File: config.mk
export PLATFORM = sky130hd
export DESIGN_NAME = bds_divide
export DESIGN_NICKNAME = d
export VERILOG_FILES = /design/src/rtl/bds_pkg.sv /design/src/rtl/bds_divide.sv
export SDC_FILE = /design/constraint.sdc
export NUM_CORES = 1
export LEC_CHECK = 0
export BUFFER_PORTS_ARGS = -buffer_cell sky130_fd_sc_hd__buf_2
export CELL_PAD_IN_SITES_DETAIL_PLACEMENT = 0
export CELL_PAD_IN_SITES_GLOBAL_PLACEMENT = 1
export CORE_AREA = 2 2 66 68
export CTS_BUF_LIST = sky130_fd_sc_hd__clkbuf_16
export DETAILED_ROUTE_END_ITERATION = 10
export DIE_AREA = 0 0 68 70
export PLACE_DENSITY_LB_ADDON = 0.12
export SLEW_MARGIN = 20
export SYNTH_ARGS = -nofsm -noshare
export SYNTH_HDL_FRONTEND = slang
export SYNTH_SLANG_ARGS = --single-unit
export TNS_END_PERCENT = 20
File: constraint.sdc
create_clock -name clk -period 0.8 [get_ports clk]
set_input_delay 0.04 -clock clk [delete_from_list [all_inputs] [get_ports clk]]
set_output_delay 0.04 -clock clk [all_outputs]
set_load 0.02 [all_outputs]
File: src/rtl/bds_pkg.sv
// shared types and constants for the box downsampler
package bds_pkg;

  // pixel channel and configuration widths
  localparam int PIX_W      = 8;
  localparam int RGB_W      = 3 * PIX_W;
  localparam int CFG_W      = 11;
  localparam logic [CFG_W-1:0] CFG_RESET = CFG_W'(80);

  // result queue
  localparam int FIFO_DEPTH = 4;
  localparam int FIFO_AW    = 2;
  localparam int FIFO_CW    = 3;

  // per-item control that travels with a sample into the accumulate stage
  typedef struct packed {
    logic first;    // first sample of a block, replaces the stored sum
    logic emit;     // last sample of a block, produces an output pixel
    logic row_end;  // block sits in the last output column
  } bds_ctl_t;

endpackage

File: src/rtl/bds_divide.sv
// divide block sums by scale squared with an exact reciprocal multiply
module bds_divide #(
  parameter int SCALE = 4
) (
  input  logic                                   clk,
  input  logic                                   rst_n,
  input  logic                                   in_vld,
  input  logic                                   in_row_end,
  input  logic [3*$clog2(255*SCALE*SCALE+1)-1:0] in_sums,
  output logic                                   div_vld,
  output logic                                   div_row_end,
  output logic [bds_pkg::RGB_W-1:0]              div_pix
);
  import bds_pkg::*;

  localparam int SW = $clog2(255 * SCALE * SCALE + 1);
  localparam int D  = SCALE * SCALE;
  localparam int L  = $clog2(D);
  localparam int K  = SW + L;
  localparam int MW = SW + 1;
  localparam int PW = SW + MW;
  localparam longint unsigned M_VAL = ((64'd1 << K) + D - 1) / D;
  localparam logic [MW-1:0] RECIP = MW'(M_VAL);

  logic              a_vld_r;
  logic              a_row_r;
  logic [3*SW-1:0]   a_sums_r;
  logic              b_vld_r;
  logic              b_row_r;
  logic [PW-1:0]     b_prod_r [3];

  always_ff @(posedge clk) begin
    if (!rst_n) begin
      a_vld_r <= 1'b0;
      b_vld_r <= 1'b0;
    end else begin
      a_vld_r <= in_vld;
      b_vld_r <= a_vld_r;
    end
  end

  always_ff @(posedge clk) begin
    a_row_r  <= in_row_end;
    a_sums_r <= in_sums;
    b_row_r  <= a_row_r;
  end

  for (genvar ch = 0; ch < 3; ch++) begin : g_ch
    always_ff @(posedge clk) begin
      b_prod_r[ch] <= PW'(a_sums_r[ch*SW +: SW]) * PW'(RECIP);
    end
    // quotient never exceeds the pixel range
    assign div_pix[ch*PIX_W +: PIX_W] = b_prod_r[ch][K +: PIX_W];
  end

  assign div_vld     = b_vld_r;
  assign div_row_end = b_row_r;

endmodule

==> out/results.tsv <==
metric	value	unit
cts_made_buffers	5	
rr_endpoint	div_vld	
syn_inst	54	
drv_slew	0	
reg2reg_depth	1	
diodes	0	
hp-start	a_sums_r[21]	
wl_met3	176	microns
multi_input_area	12.5	sq um
placed_cell_area	0.00138	sq mm
ys_ff_latch	52	
r2r_setup_slack	0.26	ns
yosysUniqueCellTypes	2	
avgRoutedWirePerCell	8.63	microns
maxSlewHeadroom	92.7	%
viasPerCell	3.36	
clkLatencyLatePin	0.28	ns
synth.most_common_cell	dfxtp_1	
cp_slowest_cell	dfxtp_1	
ir_worst_vdd	1.03	mV
syn-cell-area	0.00105	sq mm
clkPwrFrac	42.2	%
grt_usage	7.43	%
setup_viol	0	
max_slew.worst_pin.slew	0.110	ns
cp.arrival	0.74	ns
cp_num_buf_inv	1	
dieArea	0.00476	sq mm
p_leak	0.871	nW
status	finished, final reports clean	
fmax	1280	MHz
cts.clk_slew.worst_paths	0.06	ns
wl_met1	692	microns
fin_crit	0.778	ns
cts_max_level	2	
post_cts_buffers	0	
syn_nets	94	
synth_commonest_cells	52 x dfxtp_1, 2 x and2_1	
rsz0062_at_grt	no	
worstReg2RegStart	a_vld_r	
ys_top_cells_by_area	dfxtp_1 99%, and2_1 1.2%	
critPathCaptureType	output pin	
root_buffer	clkbuf_16	
cts_sinks	52	
hold_violations	0	
cap_violations	0	
post-synth-top-area-cell	dfxtp_1	
seqPwrFrac	51.3	%
drt-initial-drc-count	17	
worstHoldPathCells	0	
cp_cell_sequence	buf_4	
top_layer	met4	
yosys_warnings	0	
syn_to_final_growth	78.0	%
overflow	0	
place.gp.congestion	0.495	
path_class	register to output pin	
vias	651	
finalCritPeriodShare	97.3	%
skew	0.00183	ns
synth.avg_cell_area	19.5	sq um
hold_path_end	b_prod_r[0][21]	
combPwrFrac	6.5	%
switching_share	18.4	%
drive_gt1_share	42.3	%
p_int	4.39	mW
seq_area_frac_synth	98.8	%
portBuffers	53	
grt_max_degree	16	
wl	1680	microns
die_h	70	microns
grt_pass1_vias	627	
antenna_found_initial	0	
dp_hpwl	1100	microns
grt_first_pass_wirelength	2500	microns
fin_area	0.00188	sq mm
synth_flop_cell	dfxtp_1	
core_area	0.00414	sq mm
async_flop_share	0	%
switchingPower	991	uW
rows	24	
fin_nets	181	
hold_ws	0.325	ns
die_w	68	microns
clock_path_buffers	2	
slowest_delay	0.33	ns
power_density	2870	mW/mm^2
cpLargestDelayFamily	flip-flops	
required	0.76	ns
synth_top_area_share	98.8	%
fin_setup_tns	0	ns
ant_nets	0	
startpoint_type	register	
io_pins	66	
hold_path_class	register to register	
fill_cells	396	
route.detailed.drc	0	
cts_tree	built	
regArea	0.00104	sq mm
synth-edff-count	0	
initial_core_util	25.4	%
path_max_fanout	1	
routed-wl-met2	789	microns
drtPass1Iterations	4	
## through the flow
stage	utilization [%]	worst slack (ns)	instances	power, mW
floorplan	-	0.284	54	2.90
global placement	33.4	0.277	159	3.03
detailed placement	33.4	0.277	159	3.04
CTS	43.9	0.00316	194	5.43
global route	45.3	0.0000134	194	5.61
finish	45.3	0.0217	194	5.38
## logic make-up (layout without fill, tap and decap cells)
group	count (synthesis)	after routing	synth area share (%)
DFF	52	52	98.8
buffers and inverters	0	88	0
and+or+nand+nor	2	2	1.19
## layer usage
layer | vias to the layer above | global-route usage (%)
li1 | 336 | -
met1 | 279 | 7.16
met5 | - | 0
met3 | 2 | 4.83
met4 | 0 | 4.67
met2 | 34 | 11.4
## how the worst max path moves through the flow
stage | startpoint | end | slack (ns) | depth (start not counted)
6_report | b_prod_r[0][28] | div_pix[16] | 0.02 | 1
5_1_grt | b_prod_r[0][30] | div_pix[18] | 0.00001 | 1
3_3_place_gp | a_vld_r | div_vld | 0.28 | 1
4_1_cts | b_prod_r[0][17] | div_pix[9] | 0.003 | 1
2_1_floorplan | a_vld_r | div_vld | 0.28 | 1
3_5_place_dp | a_vld_r | div_vld | 0.28 | 1
## repair_timing
item	CTS	global route
endpoints found under the setup margin	1	19
endpoints found under the hold margin	27	0
resized for setup	1	21
hold buffers	27	0
pin swaps	0	0
## cell type report
cell class              instances  share of cell area [%]
multi-input cells               2                   0.667
clock buffers                   5                    6.67
well taps                      52                    3.47
flip-flops and latches         52                    55.5
clock inverters                 3                    2.07
repair buffers                 80                    31.6
## sequential cells by signal (all words and copies together), names as in the netlist
register     flops
div_row_end      1
b_prod_r        24
a_vld_r          1
a_sums_r        24
div_vld          1
a_row_r          1
## power by group through the flow
stage / logic [mW] / registers [mW] / clock network [mW]
finish: 0.350 / 2.76 / 2.27
global route: 0.375 / 2.77 / 2.46
CTS: 0.324 / 2.76 / 2.35
detailed placement: 0.221 / 2.82 / 0
global placement: 0.220 / 2.81 / 0
floorplan: 0.00282 / 2.90 / 0
## layout by cell type, fill, tap and decap left out, drive strengths merged
cell type,Yosys,final
clkbuf,0,5
and2,2,2
dlygate4sd3,0,27
clkinv,0,1
buf,0,53
inv,0,1
dfxtp,52,52
bufinv,0,1
Note: power is estimated with default switching activity, not from simulation.
