==> config.mk <==
export PLATFORM = sky130hd
export DESIGN_NAME = bds_out_fifo
export DESIGN_NICKNAME = d
export VERILOG_FILES = /design/src/rtl/bds_pkg.sv /design/src/rtl/bds_out_fifo.sv
export SDC_FILE = /design/constraint.sdc
export NUM_CORES = 1
export LEC_CHECK = 0
export BUFFER_PORTS_ARGS = -buffer_cell sky130_fd_sc_hd__buf_2
export CAP_MARGIN = 20
export CORE_MARGIN = 4
export CORE_UTILIZATION = 55
export CTS_BUF_LIST = sky130_fd_sc_hd__clkbuf_8
export DETAILED_ROUTE_END_ITERATION = 7
export GPL_TIMING_DRIVEN = 0
export PLACE_DENSITY = 0.77
export SYNTH_ARGS = -nofsm -noshare
export SYNTH_HDL_FRONTEND = slang
export SYNTH_SLANG_ARGS = --single-unit
==> constraint.sdc <==
create_clock -name clk -period 3.7 [get_ports clk]
set_input_delay 0 -clock clk [delete_from_list [all_inputs] [get_ports clk]]
set_output_delay 0 -clock clk [all_outputs]
set_load 0.01 [all_outputs]
==> src/rtl/bds_pkg.sv <==
// shared types and constants for the box downsampler
package bds_pkg;

  // pixel channel and configuration widths
  localparam int PIX_W      = 8;
  localparam int RGB_W      = 3 * PIX_W;
  localparam int CFG_W      = 11;
  localparam logic [CFG_W-1:0] CFG_RESET = CFG_W'(80);

  // result queue
  localparam int FIFO_DEPTH = 4;
  localparam int FIFO_AW    = 2;
  localparam int FIFO_CW    = 3;

  // per-item control that travels with a sample into the accumulate stage
  typedef struct packed {
    logic first;    // first sample of a block, replaces the stored sum
    logic emit;     // last sample of a block, produces an output pixel
    logic row_end;  // block sits in the last output column
  } bds_ctl_t;

endpackage

==> src/rtl/bds_out_fifo.sv <==
// small result queue in front of the output channel
module bds_out_fifo (
  input  logic                      clk,
  input  logic                      rst_n,
  input  logic                      push,
  input  logic [bds_pkg::RGB_W:0]   push_data,
  input  logic                      pop,
  output logic                      head_vld,
  output logic [bds_pkg::RGB_W:0]   head_data
);
  import bds_pkg::*;

  logic [RGB_W:0]       slot_r [FIFO_DEPTH];
  logic [FIFO_AW-1:0]   wr_ptr_r;
  logic [FIFO_AW-1:0]   rd_ptr_r;
  logic [FIFO_CW-1:0]   cnt_r;
  logic                 do_pop;

  assign head_vld  = (cnt_r != '0);
  assign head_data = slot_r[rd_ptr_r];
  assign do_pop    = pop && head_vld;

  always_ff @(posedge clk) begin
    if (!rst_n) begin
      wr_ptr_r <= '0;
      rd_ptr_r <= '0;
      cnt_r    <= '0;
    end else begin
      if (push) begin
        wr_ptr_r <= wr_ptr_r + 1'b1;
      end
      if (do_pop) begin
        rd_ptr_r <= rd_ptr_r + 1'b1;
      end
      cnt_r <= cnt_r + FIFO_CW'(push) - FIFO_CW'(do_pop);
    end
  end

  always_ff @(posedge clk) begin
    if (push) begin
      slot_r[wr_ptr_r] <= push_data;
    end
  end

endmodule

==> qor.txt <==
RSZ-0062 raised after global routing -> no
min Tclk post-route -> 2.04 ns
hold path depth -> 3
main combinational cell family by area after synthesis -> multiplexers
total CTS buffers -> 9
maximum clock frequency -> 490 MHz
adder-cell share of the synthesized area -> 2.31%
Starting Density -> 56.8%
Worst setup EP type -> flop
Power Density -> 554 nW/µm²
Top cell by count, worst path -> ha_1
TritonCTS clock tree -> built
Core Rows -> 31
Syn Area/Cell -> 23.5 µm²
post-synthesis mux area share -> 15.1%
Worst-Skew Late Latency -> 0.35 ns
vias per inst -> 5.24
routed len/inst -> 18.2 µm
Nets -> 306
Clock transition at path regs -> 0.09 ns
number of flops mapped to enable cells by yosys -> 100
R2R depth -> 7
MaxCap Viol Count -> 0
number of antenna violations at the first check in global routing -> 0
Setup Fix Bufs, Post-CTS -> 0
vias in the first global route -> 2027
Worst setup SP type -> flop
R2R setup slack -> 1.66 ns
Max Transition Viols Final -> 0
CP Class -> flop to flop
Worst Max-Slew Pin Slew -> 0.710 ns
layout cells sized above 1 -> 35.5%
Hold Slack -> 0.0345 ns
slowest stage delay, CP -> 0.39 ns
first-pass GRT wire length -> 10600 µm
Final Skew -> 0.00631 ns
root buf cell -> clkbuf_8
Area Overhead vs Synth -> 23.4%
synthesized cell area -> 4120 µm²
GRT Total Usage -> 16.7%
RePlAce Congestion -> 0.656
period utilization -> 55.1%
Die X -> 94.6 µm
Worst VDD drop -> 0.261 mV
setup tns final -> 0 ns
worst path required time -> 3.96 ns
worst-path fanout max -> 5
Die H -> 94.6 µm
Slowest cell on crit path -> fa_1
post-synthesis register bit count -> 109
PortBufs -> 54
cells after synthesis -> 175
drc violations -> 0
# diodes -> 0
Async S/R FF share, synth -> 0%
most common cell after layout, fill and taps aside -> edfxtp_1
RR Endpoint -> cnt_r[2]
TritonRoute pass-1 iters -> 4
commonest non-fill, non-tap cells in the layout -> 100 x edfxtp_1, 56 x buf_2, 26 x dlygate4sd3_1, 20 x mux4_2
clock tree buffer depth -> 2
Synth Area in XOR/XNOR -> 0.759%
H-tree depth -> 3
# IOs -> 55
CP Launch Point -> cnt_r[1]
CP Data Arrival Time -> 2.30 ns
Synth Area in Simple Gates -> 2.00%
core area -> 7250 µm²
Yosys warning count -> 0
Mapped Nets -> 211
Pleak -> 1.80 nW
fin area -> 5090 µm²
post-detailed-placement half-perimeter wirelength -> 4500 µm
Die Footprint -> 8940 µm²
relative slew slack -> 52.7%
Hold Crit Class -> input port to flop
Detailed Route WL -> 6750 µm
status -> completed
Compound-Gate Fraction of Synth Area -> 0.425%
Placed Area -> 4620 µm²
CP Capture Point -> cnt_r[2]
Seq/Total Area, Yosys -> 77.3%
final setup fails -> 0
Netlist cell types -> 21
R2R Path Start -> cnt_r[1]
total global routing overflow -> 0
routed via count -> 1951
Final Hold Vio Count -> 0
dominant synthesized flop cell -> edfxtp_1
CP cell instances -> o31a_1 > ha_1 > inv_1 > ha_1 > fa_1 > xnor3_1 > and2_1
Detailed Route Iter0 Violations -> 104
largest net degree at the start of global routing -> 19
CTS sink count -> 109
number of routed nets with antenna violations -> 0
cells by family (layout without fill, tap and decap cells):
kind of cell             count (synthesis)  after routing
flip-flops                             109            109
multiplexers                            29             29
AND/OR/NAND/NOR                         14             14
buffers and inverters                   12            110
adder cells (fa/ha/maj)                  7              7
AO/OA/AOI/OAI                            2              2
XOR/XNOR                                 2              2
cells in the mapped netlist (all sizes together), types with 2 or more instances:
master	count	share of area (%)
buf	5	1.5
mux2i	4	0.97
dfxtp	9	4.4
edfxtp	100	73
mux4	25	14
ha	6	1.8
nand2	2	0.18
and2	8	1.2
inv	6	0.55
nand2b	2	0.30
metal layers:
metal,wire (µm),GRT usage (%),share of wire (%)
met1,2820,22.3,42
met2,3550,26.6,53
met3,320,4.30,4.7
met4,61,6.49,0.90
met5,0,0,0
cell type report:
class | count | area, µm²
repair buffers | 84 | 641
clock inverters | 5 | 77.6
plain buffers | 6 | 66.3
flip-flops and latches | 109 | 3180
multi-input cells | 54 | 848
well taps | 99 | 124
fillers | 469 | 2170
clock buffers | 9 | 124
inverters | 6 | 22.5
state kept, by name, indices dropped and copies added, names as in the netlist, named ones only:
name and flops:
cnt_r 3, wr_ptr_r 2, slot_r 100, rd_ptr_r 2
where the power goes:
| group | total [mW] | switching, mW | internal (mW) |
|---|---|---|---|
| sequential | 1.46 | 0.0300 | 1.43 |
| clock | 0.728 | 0.357 | 0.372 |
| combinational | 0.633 | 0.283 | 0.350 |
| total | 2.82 | 0.670 | 2.15 |
worst min path at each step:
stage / startpoint / endpoint / slack [ns]
5_1_grt: push / wr_ptr_r[1] / 0.05
4_1_cts: push / wr_ptr_r[1] / 0.02
2_1_floorplan: push_data[0] / slot_r[0][0] / 0.1
6_report: push / wr_ptr_r[1] / 0.03
3_3_place_gp: push_data[10] / slot_r[1][10] / 0.21
3_5_place_dp: push_data[13] / slot_r[2][13] / 0.22
what timing repair did:
item / CTS / global route
endpoints found under the setup margin: 0 / 0
hold buffers: 26 / 0
endpoints found under the hold margin: 106 / 0
resized for setup: 0 / 0
worst max-delay path, delay by kind of cell (launching register included):
family                     cells  cell delay (ns)
buffers and inverters          1             0.03
AOI/OAI and AO/OA              1             0.37
xor gates and xnor gates       1             0.18
adders and majority gates      3             0.86
DFF                            1             0.35
and+or+nand+nor                1             0.16
stage by stage:
| step | power (mW) | instances | setup WS (ns) | utilization, % |
|---|---|---|---|---|
| 2_1_floorplan | 1.90 | 175 | 1.77 | - |
| 3_3_place_gp | 2.08 | 328 | 1.69 | 62.2 |
| 3_5_place_dp | 2.11 | 332 | 1.67 | 63.8 |
| 4_1_cts | 2.85 | 372 | 1.65 | 70.1 |
| 5_1_grt | 2.95 | 372 | 1.54 | 70.1 |
| 6_report | 2.82 | 372 | 1.66 | 70.1 |
Power figures use the tool's default switching activity.
